**config.mk**
```make
export PLATFORM = sky130hd
export DESIGN_NAME = rm_cell
export DESIGN_NICKNAME = d
export VERILOG_FILES = /design/src/rm_pkg.sv /design/src/rm_cell.sv
export SDC_FILE = /design/constraint.sdc
export NUM_CORES = 1
export LEC_CHECK = 0
export BUFFER_PORTS_ARGS = -buffer_cell sky130_fd_sc_hd__buf_2
export CORE_MARGIN = 8
export CORE_UTILIZATION = 44
export CTS_BUF_LIST = sky130_fd_sc_hd__clkbuf_4
export CTS_CLUSTER_DIAMETER = 120
export DETAILED_ROUTE_END_ITERATION = 7
export PLACE_DENSITY = 0.94
export REMOVE_ABC_BUFFERS = 1
export SYNTH_ARGS = -nofsm -noshare
export SYNTH_HDL_FRONTEND = slang
export SYNTH_SLANG_ARGS = --single-unit
```
**constraint.sdc**
```tcl
create_clock -name clk_i -period 3.92 [get_ports clk_i]
set_input_delay 0.392 -clock clk_i [delete_from_list [all_inputs] [get_ports clk_i]]
set_output_delay 0.392 -clock clk_i [all_outputs]
set_load 0.01 [all_outputs]
```
**src/rm_pkg.sv**
```systemverilog
// ----------------------------------------------------------------------------
// rm_pkg: running median shared definitions
// Field widths, parameter defaults, payload types and controller states.
// ----------------------------------------------------------------------------
package rm_pkg;

  localparam int SAMPLE_W           = 20;
  localparam int HELD_W             = 11;
  localparam int CAPACITY_DEFAULT   = 1024;
  localparam int VALUE_BITS_DEFAULT = 20;

  typedef struct packed {
    logic [SAMPLE_W-1:0] sample_value;
    logic                start_new;
  } rm_in_t;

  typedef struct packed {
    logic [SAMPLE_W-1:0] median_value;
    logic [HELD_W-1:0]   held_count;
    logic                dropped;
  } rm_out_t;

  typedef enum logic [1:0] {
    ST_IDLE,
    ST_WAIT,
    ST_LOAD
  } rm_state_e;

endpackage

```
**src/rm_cell.sv**
```systemverilog
// ----------------------------------------------------------------------------
// rm_cell: one slot of the sorted insertion chain
// Holds one value, shifts up on insertion and forwards median taps downward.
// ----------------------------------------------------------------------------
module rm_cell import rm_pkg::*; #(
  parameter int VALUE_BITS = VALUE_BITS_DEFAULT,
  parameter int CNT_W      = 11,
  parameter int IDX_W      = 10,
  parameter int IDX        = 0
) (
  input  logic                  clk_i,
  input  logic                  ins_en_i,
  input  logic [VALUE_BITS-1:0] ins_val_i,
  input  logic [CNT_W-1:0]      fill_i,
  input  logic [IDX_W-1:0]      lo_idx_i,
  input  logic [IDX_W-1:0]      hi_idx_i,
  input  logic [VALUE_BITS-1:0] prev_val_i,
  input  logic                  prev_gt_i,
  output logic [VALUE_BITS-1:0] val_o,
  output logic                  gt_o,
  input  logic [VALUE_BITS-1:0] rd_lo_i,
  input  logic [VALUE_BITS-1:0] rd_hi_i,
  output logic [VALUE_BITS-1:0] rd_lo_o,
  output logic [VALUE_BITS-1:0] rd_hi_o
);

  logic [VALUE_BITS-1:0] val_q, val_d;
  logic [VALUE_BITS-1:0] rd_lo_q, rd_hi_q;
  logic                  occupied;
  logic                  wr_en;

  assign occupied = CNT_W'(IDX) < fill_i;
  assign gt_o     = occupied && (val_q > ins_val_i);
  // take the new value at its slot, shift the upper part up by one
  assign wr_en    = ins_en_i && (gt_o || (CNT_W'(IDX) == fill_i));
  assign val_d    = prev_gt_i ? prev_val_i : ins_val_i;

  always_ff @(posedge clk_i) begin
    if (wr_en) begin
      val_q <= val_d;
    end
    rd_lo_q <= (IDX_W'(IDX) == lo_idx_i) ? val_q : rd_lo_i;
    rd_hi_q <= (IDX_W'(IDX) == hi_idx_i) ? val_q : rd_hi_i;
  end

  assign val_o   = val_q;
  assign rd_lo_o = rd_lo_q;
  assign rd_hi_o = rd_hi_q;

endmodule

```
======== Word level (Yosys, flattened, before mapping) ========
Index checks and enable logic that the tools add are counted.
Widths: inputs -> output; s select.
word-level totals
  register bits after elaboration ......... 60
  input bits .............................. 114
  output and inout port bits .............. 61
cells by class
  $lt $le $gt $ge ......................... 2
  mux-type cells .......................... 3
  reductions and logical operators ........ 6
operators by type and width
  kind                 number
  $mux 20              3
  $gt 20x20->1         1
  $logic_not 10->1     2
  $logic_not 11->1     1
  $lt 1x11->1 const A  1
  $logic_and 1x1->1    2
  $logic_or 1x1->1     1

======== Depth between registers and ports, before layout ========
  depth after elaboration ................. 4
  depth in mapped cells ................... 7
  depth with buffers taken out ............ 7

======== Least setup slack after synthesis ========
Ideal clock, no wire load.
  path kind ............................... reg-to-reg
  start point ............................. register val_q[19] (netlist: val_o[19])
  end point ............................... register val_q[0] (netlist: val_o[0]) (enable)
  data arrival time ....................... 2.597 ns
  path slack .............................. 0.914 ns
  cell stages (with the launch flop) ...... 6
  path buffers ............................ 0
  clock period less this slack ............ 3.006 ns
  cells stage by stage .................... edfxtp_1 ha_1 nand4_2 a2111oi_2 a2111oi_2 a31oi_1
between the ends
  word-level cells in the longest chain between the ends .. 4
RTL lines
  what                    RTL line       source
  start, declared         rm_cell.sv:27  logic [VALUE_BITS-1:0] val_q, val_d;
  start signal, assigned  rm_cell.sv:40  val_q <= val_d;
  $gt 20x20->1            rm_cell.sv:33  assign gt_o = occupied && (val_q > ins_val_i);
  $logic_and 1x1->1       rm_cell.sv:33
  $logic_or 1x1->1        rm_cell.sv:35  assign wr_en = ins_en_i && (gt_o || (CNT_W'(IDX) == fill_i));
  $logic_and 1x1->1       rm_cell.sv:35
  named net wr_en         rm_cell.sv:30  logic wr_en;
The timed path passes the listed nets, and every way through them passes these cells.
A chain may end at the register's enable or synchronous reset.

======== Worst setup path in the final report ========
  start point ............................. register val_q[15] (netlist: val_o[15])
  end point ............................... output port gt_o
between the ends
  word-level cells in the longest chain between the ends .. 2
RTL lines
  what               RTL line       source
  $gt 20x20->1       rm_cell.sv:33
  $logic_and 1x1->1  rm_cell.sv:33
  end, declared      rm_cell.sv:20  output logic gt_o,
Every way passes these cells.

==> results.tsv <==
metric	value	unit
netlist area before placement	2690	µm²
number of input and output port buffers inserted	174	
CTS tree	built	
number of DRC violations after detailed routing	0	
dominant cells by area after synthesis	dfxtp_1 30%, edfxtp_1 22%, mux2_2 16%	
total power divided by cell area	384	nW/µm²
Vias	2406	
status	finished clean	
hold bufs inserted after CTS	0	
Post-Route Skew	0.0107	ns
worst-path cell with the longest stage delay	edfxtp_1	
first-pass GRT wire length	11800	µm
cell type group with the largest total delay on the critical path	simple AND/OR/NAND/NOR gates	
number of cells on the critical path	6	
share of layout cells above drive strength 1	0.555	
Horiz. Die Dim	94.2	µm
largest fanout on the critical path	4	
remaining global-route overflow	0	
count of antenna diodes in the layout	0	
1st-pass router iterations	4	
Synth Warn #	0	
period utilisation layout	0.669	
area added between synthesis and finish	40.8	%
kind of critical path	flop to primary output	
tightest slew margin relative to the limit	0.183	
final non-filler cell total	493	
most area-hungry cell type in the Yosys netlist	dfxtp_1	
dominant register cell in the synthesized netlist	dfxtp_1	
number of antenna-violating nets in the routed design	0	
number of max-cap violations	0	
number of sinks on the clock net	60	
number of placed cells counting well taps	477	
total clock buffers created by CTS	9	
cell with the most instances after synthesis	dfxtp_1	
share of flip-flops with an asynchronous set or reset	0	
post-cts repair resize count	0	
ports placed on the boundary	175	
worst-path cell chain	ha_1 > nand4_1 > nor4_1 > a21oi_1 > a21oi_1 > buf_2	
cell occurring most often along the worst timing path	a21oi_1	
required time reported for the critical path endpoint	3.53	ns
clock slew seen by the registers of the worst setup and hold paths	0.10	ns
Die Outline Area	8870	µm²
CP Buf/Inv Count	1	
clock latency of the later-clocked register in the worst-skew pair	0.38	ns
number of distinct library cells after synthesis	20	
CP endpoint kind	primary output	
number of flops mapped to enable cells by yosys	20	
Max Freq	381	MHz
Hold Vio Cnt, Final	0	
# setup viols final	0	
buffer count from post-CTS setup fixing	0	
crit path DAT	2.23	ns
Wirelength per Cell	15.9	µm
clk buf depth	2	
final worst path period need	2.62	ns
sum of negative setup slack	0	ns
classification of the worst-slack hold path	primary input to flop	
initial detailed-routing violation count	61	
master cell of the clock root buffer	clkbuf_4	
core outline area	5920	µm²
# H-tree levels	3	
flops & latches, synth	60	
Chip Height	94.2	µm
total count of max-transition violations in the final report	0	
fraction of the yosys area taken by sequential cells	0.521	
total routed wirelength	7840	µm
unrepaired setup endpoints after global routing	no	
Initial Utilization	0.454	
GR Util All Layers	0.169	
worst hold stages	3	
share of the synthesized area in the top cell type	0.298	
initial antenna violation count	0	
global placer's final weighted congestion	0.725	
post-DR vias/cell	4.88	
cell count of the worst reg-to-reg path	6	
Worst Tran Pin Value	1.22	ns
stage delay of the slowest cell on the critical path	0.45	ns
number of instances in the synthesized netlist	235	
Site Rows	28	
largest net degree at the start of global routing	40	
cell leakage power	1.91	nW
via count of the first global-routing pass	2648	
Max VDD drop	217	µV
final design utilization	0.639	
nature of the critical path startpoint	flop	
net count reported at finish	547	
Post-synth top cells	40 x dfxtp_1, 39 x mux2_2, 25 x nand2_1	
average size of a mapped cell	11.4	µm²
detailed-placement wirelength estimate	6440	µm
[metrics by stage]
stage | setup WS [ns] | area (µm²) | power (mW) | hold WS (ns)
after CTS | 1.24 | 3780 | 1.47 | 0.182
after global placement | 1.44 | 3610 | 0.920 | 0.549
after detailed placement | 1.34 | 3610 | 0.930 | 0.557
after global routing | 1.14 | 3780 | 1.53 | 0.193
after floorplan | 0.914 | 2630 | 0.810 | 0.501
final | 1.30 | 3780 | 1.45 | 0.210
[flip-flops by register name, indices dropped and copies added (netlist names)]
register,cells
rd_hi_o,20
rd_lo_o,20
val_o,20
[path summary, 6_finish.rpt]
check | slack (ns) | startpoint | endpoint
max | 1.30 | val_o[15] | gt_o
min | 0.21 | rd_lo_i[0] | rd_lo_o[0]
max reg2reg | 1.41 | val_o[15] | val_o[9]
min reg2reg | 0.57 | val_o[8] | rd_hi_o[8]
[layer usage]
layer	vias up	part of all wire	GRT usage
met5	-	0	0
met4	0	0.021	0.0753
met3	17	0.096	0.0727
met2	99	0.53	0.305
met1	1097	0.36	0.161
li1	1193	-	-
[tightest hold or removal path, stage by stage]
cell	delay (ns)
buf_2	0.08
nand2_1	0.03
o21ai_0	0.05
[layout by cell type, fill, tap and decap left out]
| master | netlist | final |
|---|---|---|
| a2111oi_2 | 2 | 2 |
| a211oi_1 | 1 | 1 |
| a21o_1 | 5 | 5 |
| a21oi_1 | 8 | 8 |
| a31oi_2 | 0 | 1 |
| buf_2 | 0 | 174 |
| buf_4 | 0 | 1 |
| bufinv_16 | 0 | 3 |
| clkbuf_4 | 0 | 10 |
| clkinv_1 | 0 | 2 |
| clkinv_2 | 0 | 1 |
| dfxtp_1 | 40 | 40 |
| edfxtp_1 | 20 | 20 |
| ha_1 | 20 | 20 |
| inv_1 | 22 | 22 |
| mux2_2 | 39 | 39 |
| nand2_1 | 25 | 25 |
| nand2b_1 | 1 | 1 |
| nand3_1 | 5 | 5 |
| nand4_1 | 3 | 3 |
| nand4_2 | 1 | 1 |
| nor2_1 | 3 | 3 |
| nor4_1 | 8 | 8 |
| o21ai_0 | 23 | 23 |
[layout make-up]
type,count,area (µm²)
clock buffers,10,75.1
multi-input cells,145,1150
fillers,500,2140
well taps,75,93.8
repair buffers,175,878
inverters,22,82.6
flip-flops and latches,60,1400
clock inverters,6,103
[cells by family after synthesis]
family                     Yosys count  synth area share
muxes                               39             0.163
buffers and inverters               30            0.0531
adders and majority gates           20            0.0931
DFF                                 60             0.521
and+or+nand+nor                     46            0.0810
AOI/OAI and AO/OA                   40            0.0880
[power breakdown]
group / leakage, nW / internal (mW) / switching [mW] / total (mW)
combinational: 1.29 / 0.109 / 0.104 / 0.213
sequential: 0.525 / 0.683 / 0.0177 / 0.700
clock: 0.0955 / 0.326 / 0.216 / 0.541
(Power assumes the default switching activity.)
