**src/rm_pkg.sv**
```systemverilog
// ----------------------------------------------------------------------------
// rm_pkg: running median shared definitions
// Field widths, parameter defaults, payload types and controller states.
// ----------------------------------------------------------------------------
package rm_pkg;

  localparam int SAMPLE_W           = 20;
  localparam int HELD_W             = 11;
  localparam int CAPACITY_DEFAULT   = 1024;
  localparam int VALUE_BITS_DEFAULT = 20;

  typedef struct packed {
    logic [SAMPLE_W-1:0] sample_value;
    logic                start_new;
  } rm_in_t;

  typedef struct packed {
    logic [SAMPLE_W-1:0] median_value;
    logic [HELD_W-1:0]   held_count;
    logic                dropped;
  } rm_out_t;

  typedef enum logic [1:0] {
    ST_IDLE,
    ST_WAIT,
    ST_LOAD
  } rm_state_e;

endpackage

```
**src/rm_ctrl.sv**
```systemverilog
// ----------------------------------------------------------------------------
// rm_ctrl: running median sequencer
// Tracks the fill count, waits for the median taps to reach the chain head
// and loads the output register.
// ----------------------------------------------------------------------------
module rm_ctrl import rm_pkg::*; #(
  parameter int CAPACITY = CAPACITY_DEFAULT,
  parameter int CNT_W    = 11,
  parameter int IDX_W    = 10
) (
  input  logic             clk_i,
  input  logic             rst_ni,
  input  logic             in_valid_i,
  input  logic             start_new_i,
  output logic             in_ready_o,
  input  logic             out_ready_i,
  output logic             out_valid_o,
  output logic             ins_en_o,
  output logic [CNT_W-1:0] fill_o,
  output logic [CNT_W-1:0] count_o,
  output logic             drop_o,
  output logic             load_o,
  output logic [IDX_W-1:0] lo_idx_o,
  output logic [IDX_W-1:0] hi_idx_o
);

  rm_state_e        state_q, state_d;
  logic [CNT_W-1:0] count_q, count_d;
  logic [IDX_W-1:0] wait_q, wait_d;
  logic             drop_q, drop_d;
  logic             out_valid_q, out_valid_d;
  logic             accept;
  logic             full;
  logic [CNT_W-1:0] fill_eff;

  assign accept   = in_valid_i && (state_q == ST_IDLE);
  assign fill_eff = start_new_i ? '0 : count_q;
  assign full     = fill_eff == CNT_W'(CAPACITY);

  // next state
  always_comb begin
    state_d = state_q;
    unique case (state_q)
      ST_IDLE: if (accept) state_d = ST_WAIT;
      ST_WAIT: if (wait_q == '0) state_d = ST_LOAD;
      ST_LOAD: if (load_o) state_d = ST_IDLE;
      default: state_d = ST_IDLE;
    endcase
  end

  // outputs
  always_comb begin
    in_ready_o = 1'b0;
    load_o     = 1'b0;
    unique case (state_q)
      ST_IDLE: in_ready_o = 1'b1;
      ST_WAIT: ;
      ST_LOAD: load_o = !out_valid_q || out_ready_i;
      default: ;
    endcase
  end

  // datapath registers
  always_comb begin
    count_d = count_q;
    drop_d  = drop_q;
    wait_d  = wait_q;
    if (accept) begin
      count_d = full ? count_q : fill_eff + CNT_W'(1);
      drop_d  = full;
      // the upper median tap walks down one cell per cycle to reach the head
      wait_d  = IDX_W'(count_d >> 1);
    end else if (state_q == ST_WAIT && wait_q != '0) begin
      wait_d  = wait_q - IDX_W'(1);
    end
    if (load_o) begin
      out_valid_d = 1'b1;
    end else if (out_ready_i) begin
      out_valid_d = 1'b0;
    end else begin
      out_valid_d = out_valid_q;
    end
  end

  always_ff @(posedge clk_i or negedge rst_ni) begin
    if (!rst_ni) begin
      state_q     <= ST_IDLE;
      count_q     <= '0;
      wait_q      <= '0;
      drop_q      <= 1'b0;
      out_valid_q <= 1'b0;
    end else begin
      state_q     <= state_d;
      count_q     <= count_d;
      wait_q      <= wait_d;
      drop_q      <= drop_d;
      out_valid_q <= out_valid_d;
    end
  end

  assign ins_en_o    = accept && !full;
  assign fill_o      = fill_eff;
  assign count_o     = count_q;
  assign drop_o      = drop_q;
  assign out_valid_o = out_valid_q;
  assign lo_idx_o    = IDX_W'((count_q - CNT_W'(1)) >> 1);
  assign hi_idx_o    = IDX_W'(count_q >> 1);

endmodule

```
**config.mk**
```make
export PLATFORM = sky130hd
export DESIGN_NAME = rm_ctrl
export DESIGN_NICKNAME = d
export VERILOG_FILES = /design/src/rm_pkg.sv /design/src/rm_ctrl.sv
export SDC_FILE = /design/constraint.sdc
export NUM_CORES = 1
export LEC_CHECK = 0
export ABC_AREA = 1
export BUFFER_PORTS_ARGS = -buffer_cell sky130_fd_sc_hd__buf_2
export CORE_MARGIN = 3
export CORE_UTILIZATION = 55
export DETAILED_ROUTE_END_ITERATION = 10
export GPL_TIMING_DRIVEN = 0
export PLACE_DENSITY = 0.82
export SLEW_MARGIN = 10
export SYNTH_ARGS = -nofsm -noshare
export SYNTH_HDL_FRONTEND = slang
export SYNTH_SLANG_ARGS = --single-unit
```
**constraint.sdc**
```tcl
create_clock -name clk_i -period 2.85 [get_ports clk_i]
set_input_delay 0.285 -clock clk_i [delete_from_list [all_inputs] [get_ports clk_i]]
set_output_delay 0.285 -clock clk_i [all_outputs]
set_load 0.02 [all_outputs]
```
# [Word level (Yosys, flattened, before mapping)]
# Index checks and enable logic that the tools add are counted.
[classes] addsub=3 n_mul=0 n_div=0 n_lt_le_gt_ge=0 n_eq_ne=6 shift=0 n_mux=12 bitwise=1 reduce_logical=13
[op_table] operator="$mux 11" n=2
[op_table] operator="$mux 10" n=2
[op_table] operator="$add 11x1->11 const B" n=1
[op_table] operator="$eq 11x11->1 const B" n=1
[op_table] operator="$sub 11x1->11 const B" n=1
[op_table] operator="$logic_not 10->1" n=1
[op_table] operator="$reduce_bool 10->1" n=1
[op_table] operator="$sub 10x1->10 const B" n=1
[op_table] operator="$mux 2" n=3
[op_table] operator="$ne 2x2->1 const B" n=3
[op_table] operator="$pmux 2 s3" n=1
[op_table] operator="$mux 1" n=4
[op_table] operator="$reduce_bool 2->1" n=2
[op_table] operator="$logic_and 1x1->1" n=3
[op_table] operator="$reduce_and 3->1" n=1
[op_table] operator="$eq 2x1->1 const B" n=1
[op_table] operator="$eq 2x2->1 const B" n=1
[op_table] operator="$logic_not 1->1" n=2
[op_table] operator="$logic_not 2->1" n=1
[op_table] operator="$reduce_and 2->1" n=1
[op_table] operator="$logic_or 1x1->1" n=1
[op_table] operator="$not 1->1" n=1
[word_totals] ff_bits=25 latchBits=0 ram_bits=0 romBits=0 inputBits=5 output_inout_bits=47 elab_cells=41 memories=0

# [Depth between registers and ports, before layout]
# Gate-level depths: netlist of run 1.
[logic_depth] ltp_word=5 ltp_mapped=12 depth_no_buf=11

# [Least setup slack after synthesis of run 1]
# No wires, ideal clock.
[synth_timing] path_kind="reg-to-output" start="reg count_q[1] (netlist: count_o[1])" end="out lo_idx_o[9]" t_arrival_ns=1.700 required_time_ns=2.565 setup_slack_ns=0.865 stages_incl_launch_ff=7 path_buffers=0 cell_sequence="dfrtp_1 > inv_1 > ha_1 > nand3_1 > nor3_1 > nand4_1 > xor2_1"
[synth_via] elab_chain_cells=1
[synth_lines] item="start, declared" line="rm_ctrl.sv:28" source="logic [CNT_W-1:0] count_q, count_d;"
[synth_lines] item="start signal, assigned" line="rm_ctrl.sv:94" source="count_q <= count_d;"
[synth_lines] item="$sub 11x1->11" line="rm_ctrl.sv:106" source="assign lo_idx_o = IDX_W'((count_q - CNT_W'(1)) >> 1);"
[synth_lines] item="end, declared" line="rm_ctrl.sv:23" source="output logic [IDX_W-1:0] lo_idx_o,"
# No other way between the ends.

# [Worst setup path after layout of run 1]
[layout_timing] start="reg count_q[0] (netlist: count_o[0])" end="out lo_idx_o[9]"
# Same word-level chain as after synthesis.

==> results of run 1 <==
power by group:
part           switching (W)  internal, W  leakage (nW)  total [W]
clock network       0.000112    0.0000527        0.0177   0.000165
registers           0.000190     0.000506         0.323   0.000696
logic                0.00130     0.000719         0.904    0.00202
final timing paths:
check                                       start                 endpoint  slack [ns]  cells after the start
hold reg to reg             wait_q[7]$_DFFE_PN0P_    wait_q[7]$_DFFE_PN0P_        0.53                      2
setup / recovery           count_o[0]$_DFFE_PN0P_              lo_idx_o[9]        0.47                      7
min in group asynchronous                  rst_ni   count_o[7]$_DFFE_PN0P_        0.46                      2
hold / removal                        out_ready_i  out_valid_o$_DFFE_PN0P_        0.21                      4
max in group asynchronous                  rst_ni    wait_q[0]$_DFFE_PN0P_        2.01                      2
setup reg to reg            wait_q[0]$_DFFE_PN0P_    wait_q[3]$_DFFE_PN0P_        0.98                     12
cell families after synthesis:
logic type	Yosys count	synth area share
AO/OA/AOI/OAI	26	0.0826
XOR/XNOR	13	0.0621
adder cells (fa/ha/maj)	2	0.0136
buffers and inverters	52	0.139
flip-flops	25	0.341
AND/OR/NAND/NOR	140	0.362
state kept, by name, summed over array words and instances, names as in the netlist:
register / flops
out_valid_o: 1
count_o: 11
drop_o: 1
state_q: 2
wait_q: 10
final cells by class:
cell class	instances	area [sq um]	share of cell area
buffer	15	113	0.0516
tap	44	55.1	0.0252
sequential	25	626	0.287
clock inverter	1	5.00	0.00229
clock buffer	3	22.5	0.0103
inverter	37	141	0.0648
multi-input combinational	181	953	0.437
timing repair buffer	52	265	0.122
through the flow:
step | util | instance area, sq um | setup slack, ns | power [W] | hold slack [ns]
after floorplan | - | 1830 | 0.865 | 0.00216 | -0.0106
after global placement | 0.685 | 2140 | 0.861 | 0.00269 | 0.309
after detailed placement | 0.685 | 2140 | 0.809 | 0.00273 | 0.309
after CTS | 0.697 | 2180 | 0.434 | 0.00290 | 0.205
after global routing | 0.697 | 2180 | 0.256 | 0.00313 | 0.238
final | 0.697 | 2180 | 0.470 | 0.00288 | 0.208
what timing repair did:
item                                   in CTS  in global routing
gates resized for setup                     0                  0
buffers inserted                            0                  0
endpoints found under the hold margin      25                  0
hold buffers                                1                  0
cells in the final DEF (no fill, tap or decap), drive strengths merged, types with 2 or more instances in the layout:
master,n
buf,65
clkbuf,4
dfrtp,25
ha,2
inv,37
nand2,65
nand3,30
nand4,6
nor2,35
o21ai,23
xor2,12
per-layer routing:
| metal | up-vias | routed length [microns] | share of wire | global-route usage |
|---|---|---|---|---|
| met4 | 0 | 91 | 0.021 | 0.105 |
| li1 | 925 | - | - | - |
| met2 | 54 | 2090 | 0.49 | 0.395 |
| met1 | 823 | 1920 | 0.45 | 0.287 |
| met5 | - | 0 | 0 | 0 |
| met3 | 9 | 189 | 0.044 | 0.0193 |
critical path: stages (launching register included):
cell	delay, ns
dfrtp_1	0.45
inv_1	0.14
ha_1	0.20
nand3_1	0.13
nor3_1	0.35
nand4_1	0.16
xor2_1	0.16
buf_2	0.18
==> metrics.txt, run 1 <==
status=finished, final reports clean; unrepaired setup endpoints after global routing=no; fraction of registers with async set/reset=1.00; Final Slew Violations=0; DIE AREA=4060 sq um; IO Pins=52; FP Rows=20; most frequent cell after synthesis=nand2_1; Final #Nets=322; register area share after synthesis=0.341; min Tclk post-route=2.38 ns; final cell count without fillers=358; Antenna diodes=0; Avg Cell Area, Syn=7.10 sq um; core area=3130 sq um; GR Overflow Total=0; fin crit share=0.835; Final HPWL DP=3390 microns; initial cell density of the core=0.586; synthesized cell area=1830 sq um; vias per cell=5.06; first-pass GRT wire length=7500 microns; yosys warns=0; # setup viols final=0; GP Congestion=0.922; Root Buffer=clkbuf_4; Final Hold Vio Count=0; Least-Margin Pin Slew=0.574 ns; ys flop type=dfrtp_1; Worst Path Max Fanout=4; top cell type's share of synthesized area=0.341; Vias=1811; largest net degree at the start of global routing=26; leakage=1.24 nW; Worst EP required=2.57 ns; share of layout cells above drive strength 1=0.296; Skew-Pair Late Insertion Delay=0.33 ns; 1st-iter DRT viols=157; Post-route DRC=0; fillers=267; Commonest cells post-synth=60 x nand2_1, 31 x inv_1, 30 x nor2_1; post-route antenna net violation count=0; Synth area leader=dfrtp_1; total CTS buffers=3; drt wl/cell=12.0 microns; Area Overhead vs Synth=19.0%; # H-tree levels=1; Critical Path End Type=output port; post-synthesis net count=265; register bit total from synthesis=25; top post-synthesis cells by area=dfrtp_1 34%, nand2_1 12%, nand3_1 7.1%, inv_1 6.3%, nor2_1 6.1%; Fin Setup TNS=0 ns; Pre-antenna DRT Iters=4; GRT Overall Usage=0.228; initial antenna violation count=0; worst hold-check path type=in -> reg; CP arrival=2.09 ns; crit path kind=reg -> out; post-synth cell types=31; die width=63.7 microns; PD cells=1320 nW/um^2; Post-Synthesis Cells=258; clock slew at reported path FFs=0.14 ns; max_cap viols=0; Post-Route WL=4290 microns; port bufs=51; highest clock rate=420 MHz; skew final=0.00570 ns; CP startpoint kind=register; chip height=63.7 microns; Slew HR=0.618; DP Cell Count=353; vias in the first global route=1721; clk sinks=25; Post-synth EDFFs=0; TritonCTS clock tree=built; CTS max path bufs=2; maximum vdd drop=0.000573 V
Power figures use the tool's default switching activity.
==> run 2: changes to the inputs <==
--- a/config.mk
+++ b/config.mk
@@ -8,10 +8,10 @@
 export ABC_AREA = 1
 export BUFFER_PORTS_ARGS = -buffer_cell sky130_fd_sc_hd__buf_2
 export CORE_MARGIN = 3
-export CORE_UTILIZATION = 55
+export CORE_UTILIZATION = 47
 export DETAILED_ROUTE_END_ITERATION = 10
 export GPL_TIMING_DRIVEN = 0
-export PLACE_DENSITY = 0.82
+export PLACE_DENSITY = 0.74
 export SLEW_MARGIN = 10
 export SYNTH_ARGS = -nofsm -noshare
 export SYNTH_HDL_FRONTEND = slang
==> constraint.sdc (replaced) <==
create_clock -name clk_i -period 2.13 [get_ports clk_i]
set_input_delay 0.213 -clock clk_i [delete_from_list [all_inputs] [get_ports clk_i]]
set_output_delay 0.213 -clock clk_i [all_outputs]
set_load 0.02 [all_outputs]
==> metrics.txt, run 2 (synthesis gave the netlist of run 1 again) <==
status=finished, final reports clean; Critical Path End Type=output port; Final Hold Vio Count=0 (unchanged); core area=3720 sq um (+19%); initial cell density of the core=0.493 (-0.0927); Reg2Reg Capture Point=wait_q[3]$_DFFE_PN0P_; Post CTS Setup Buffer Count=0 (unchanged); r2r setup slk=0.26 ns (-0.72 ns); max_cap viols=0 (unchanged); DIE AREA=4690 sq um (+15%); number of flip-flops in the largest register=11 (unchanged); IO Pins=52 (unchanged); TritonCTS clock tree=built; fin crit share=0.954; Root Buffer=clkbuf_8; Pre-antenna DRT Iters=4 (unchanged); FP Rows=22 (+10%); vias per cell=4.89 (-3.3%); first-pass GRT wire length=6930 microns (-7.6%); Post-route DRC=0 (unchanged); port bufs=51 (unchanged); chip height=68.5 microns (+7.4%); leakage=1.25 nW (+0.53%); depth of the most critical reg-to-reg path=12 (unchanged); CP arrival=1.82 ns (-0.27 ns); CP startpoint kind=register; highest clock rate=492 MHz; most frequent cells in the layout=60 x nand2_1, 50 x buf_2, 29 x nor2_1; drt wl/cell=11.9 microns (-0.34%); Hold Path Origin=out_ready_i; skew final=0.00390 ns (-0.00180 ns); crit-path cells=inv_2 -> ha_2 -> nand3_2 -> nor3_4 -> nand4_1 -> xor2_1 -> buf_4; # H-tree levels=1 (unchanged); share of layout cells above drive strength 1=0.325 (+0.0287); unrepaired setup endpoints after global routing=no; crit path kind=reg -> out; reg2reg start=wait_q[0]$_DFFE_PN0P_; GP Congestion=0.874 (-5.2%); # setup viols final=0 (unchanged); Worst Path Max Fanout=4 (unchanged); Final Slew Violations=0 (unchanged); Worst EP required=1.92 ns (-0.65 ns); Vias=1771 (-2.2%); GR Overflow Total=0 (unchanged); CP peak stage delay=0.44 ns (about the same); Antenna diodes=0 (unchanged); Final #Nets=322 (unchanged); PD cells=1790 nW/um^2 (+35%); vias in the first global route=1531 (-11%); Skew-Pair Late Insertion Delay=0.27 ns (-0.06 ns); die width=68.5 microns (+7.4%); largest net degree at the start of global routing=26 (unchanged); Tot Pwr=0.00399 W (+38%); Post-Route WL=4320 microns (+0.77%); WHS Endpoint=out_valid_o$_DFFE_PN0P_; Slew HR=0.623 (+0.00588); Fin Setup TNS=0 ns (unchanged); hold depth=4 (unchanged); Final HPWL DP=3390 microns (+0.14%); post-route antenna net violation count=0 (unchanged); total CTS buffers=3 (unchanged); worst hold-check path type=in -> reg; clk sinks=25 (unchanged); GRT Overall Usage=0.196 (-0.0323); maximum vdd drop=0.000563 V (-1.7%); clock slew at reported path FFs=0.09 ns (-0.05 ns); CTS max path bufs=2 (unchanged); initial antenna violation count=0 (unchanged); crit path max-delay cell type=dfrtp_1; Least-Margin Pin Slew=0.565 ns (-0.00882 ns); Area Overhead vs Synth=21.7%; 1st-iter DRT viols=159 (+1.3%); commonest non-fill, non-tap cell in the layout=nand2_1; min Tclk post-route=2.03 ns
## run 2: cell counts in the layout (fill, tap and decap cells not counted)
Identical to the previous run, type by type.
## run 2: area by class of cell
class	instances	area, sq um
repair buffers	52	268
clock inverters	1	5.00
clock buffers	3	41.3
inverters	37	141
fillers	356	1490
well taps	48	60.1
multi-input cells	181	975
flip-flops and latches	25	628
plain buffers	15	113
## run 2: where the power goes
part / switching [W] / leakage [nW] / internal (W)
logic: 0.00176 / 0.906 / 0.00100
registers: 0.000269 / 0.320 / 0.000682
clock network: 0.000149 / 0.0255 / 0.000131
## run 2: how the worst max path moves through the flow
| stage | startpoint | to | slack, ns | depth (start not counted) |
|---|---|---|---|---|
| after global placement | count_o[0]$_DFFE_PN0P_ | lo_idx_o[9] | 0.20 | 7 |
| after floorplan | count_o[1]$_DFFE_PN0P_ | lo_idx_o[9] | 0.22 | 6 |
| after CTS | count_o[0]$_DFFE_PN0P_ | lo_idx_o[9] | 0.03 | 7 |
| after detailed placement | count_o[0]$_DFFE_PN0P_ | lo_idx_o[9] | 0.15 | 7 |
| after global routing | count_o[0]$_DFFE_PN0P_ | lo_idx_o[9] | 0.002 | 7 |
| final | count_o[0]$_DFFE_PN0P_ | lo_idx_o[9] | 0.1 | 7 |
## run 2: routing by layer
layer | vias to the layer above | wire [microns] | track usage
met5 | - | 0 | 0
met4 | 0 | 47 | 0.0620
met3 | 5 | 246 | 0.0296
met2 | 48 | 2010 | 0.330
met1 | 795 | 2020 | 0.255
li1 | 923 | - | -
## run 2: critical path: cells and delay by family, from the launching register on
family	cells	cell delay, ns
flops	1	0.44
xor+xnor	1	0.16
simple gates	3	0.49
buf+inv	2	0.27
fa+ha+maj	1	0.19
## run 2: through the flow
| step | cells | cell area, sq um | utilization | setup WS (ns) | hold slack [ns] |
|---|---|---|---|---|---|
| floorplan | 258 | 1830 | - | 0.217 | -0.0826 |
| global placement | 357 | 2150 | 0.578 | 0.198 | 0.237 |
| detailed placement | 357 | 2150 | 0.578 | 0.148 | 0.236 |
| CTS | 362 | 2220 | 0.596 | 0.0275 | 0.206 |
| global route | 362 | 2230 | 0.600 | 0.00153 | 0.219 |
| finish | 362 | 2230 | 0.600 | 0.0983 | 0.205 |
## run 2: timing repair
action | 4_1_cts | 5_1_grt
resized for setup | 2 | 9
setup endpoints to repair | 2 | 4
pin swaps | 0 | 1
hold buffers | 1 | 0
endpoints found under the hold margin | 25 | 0
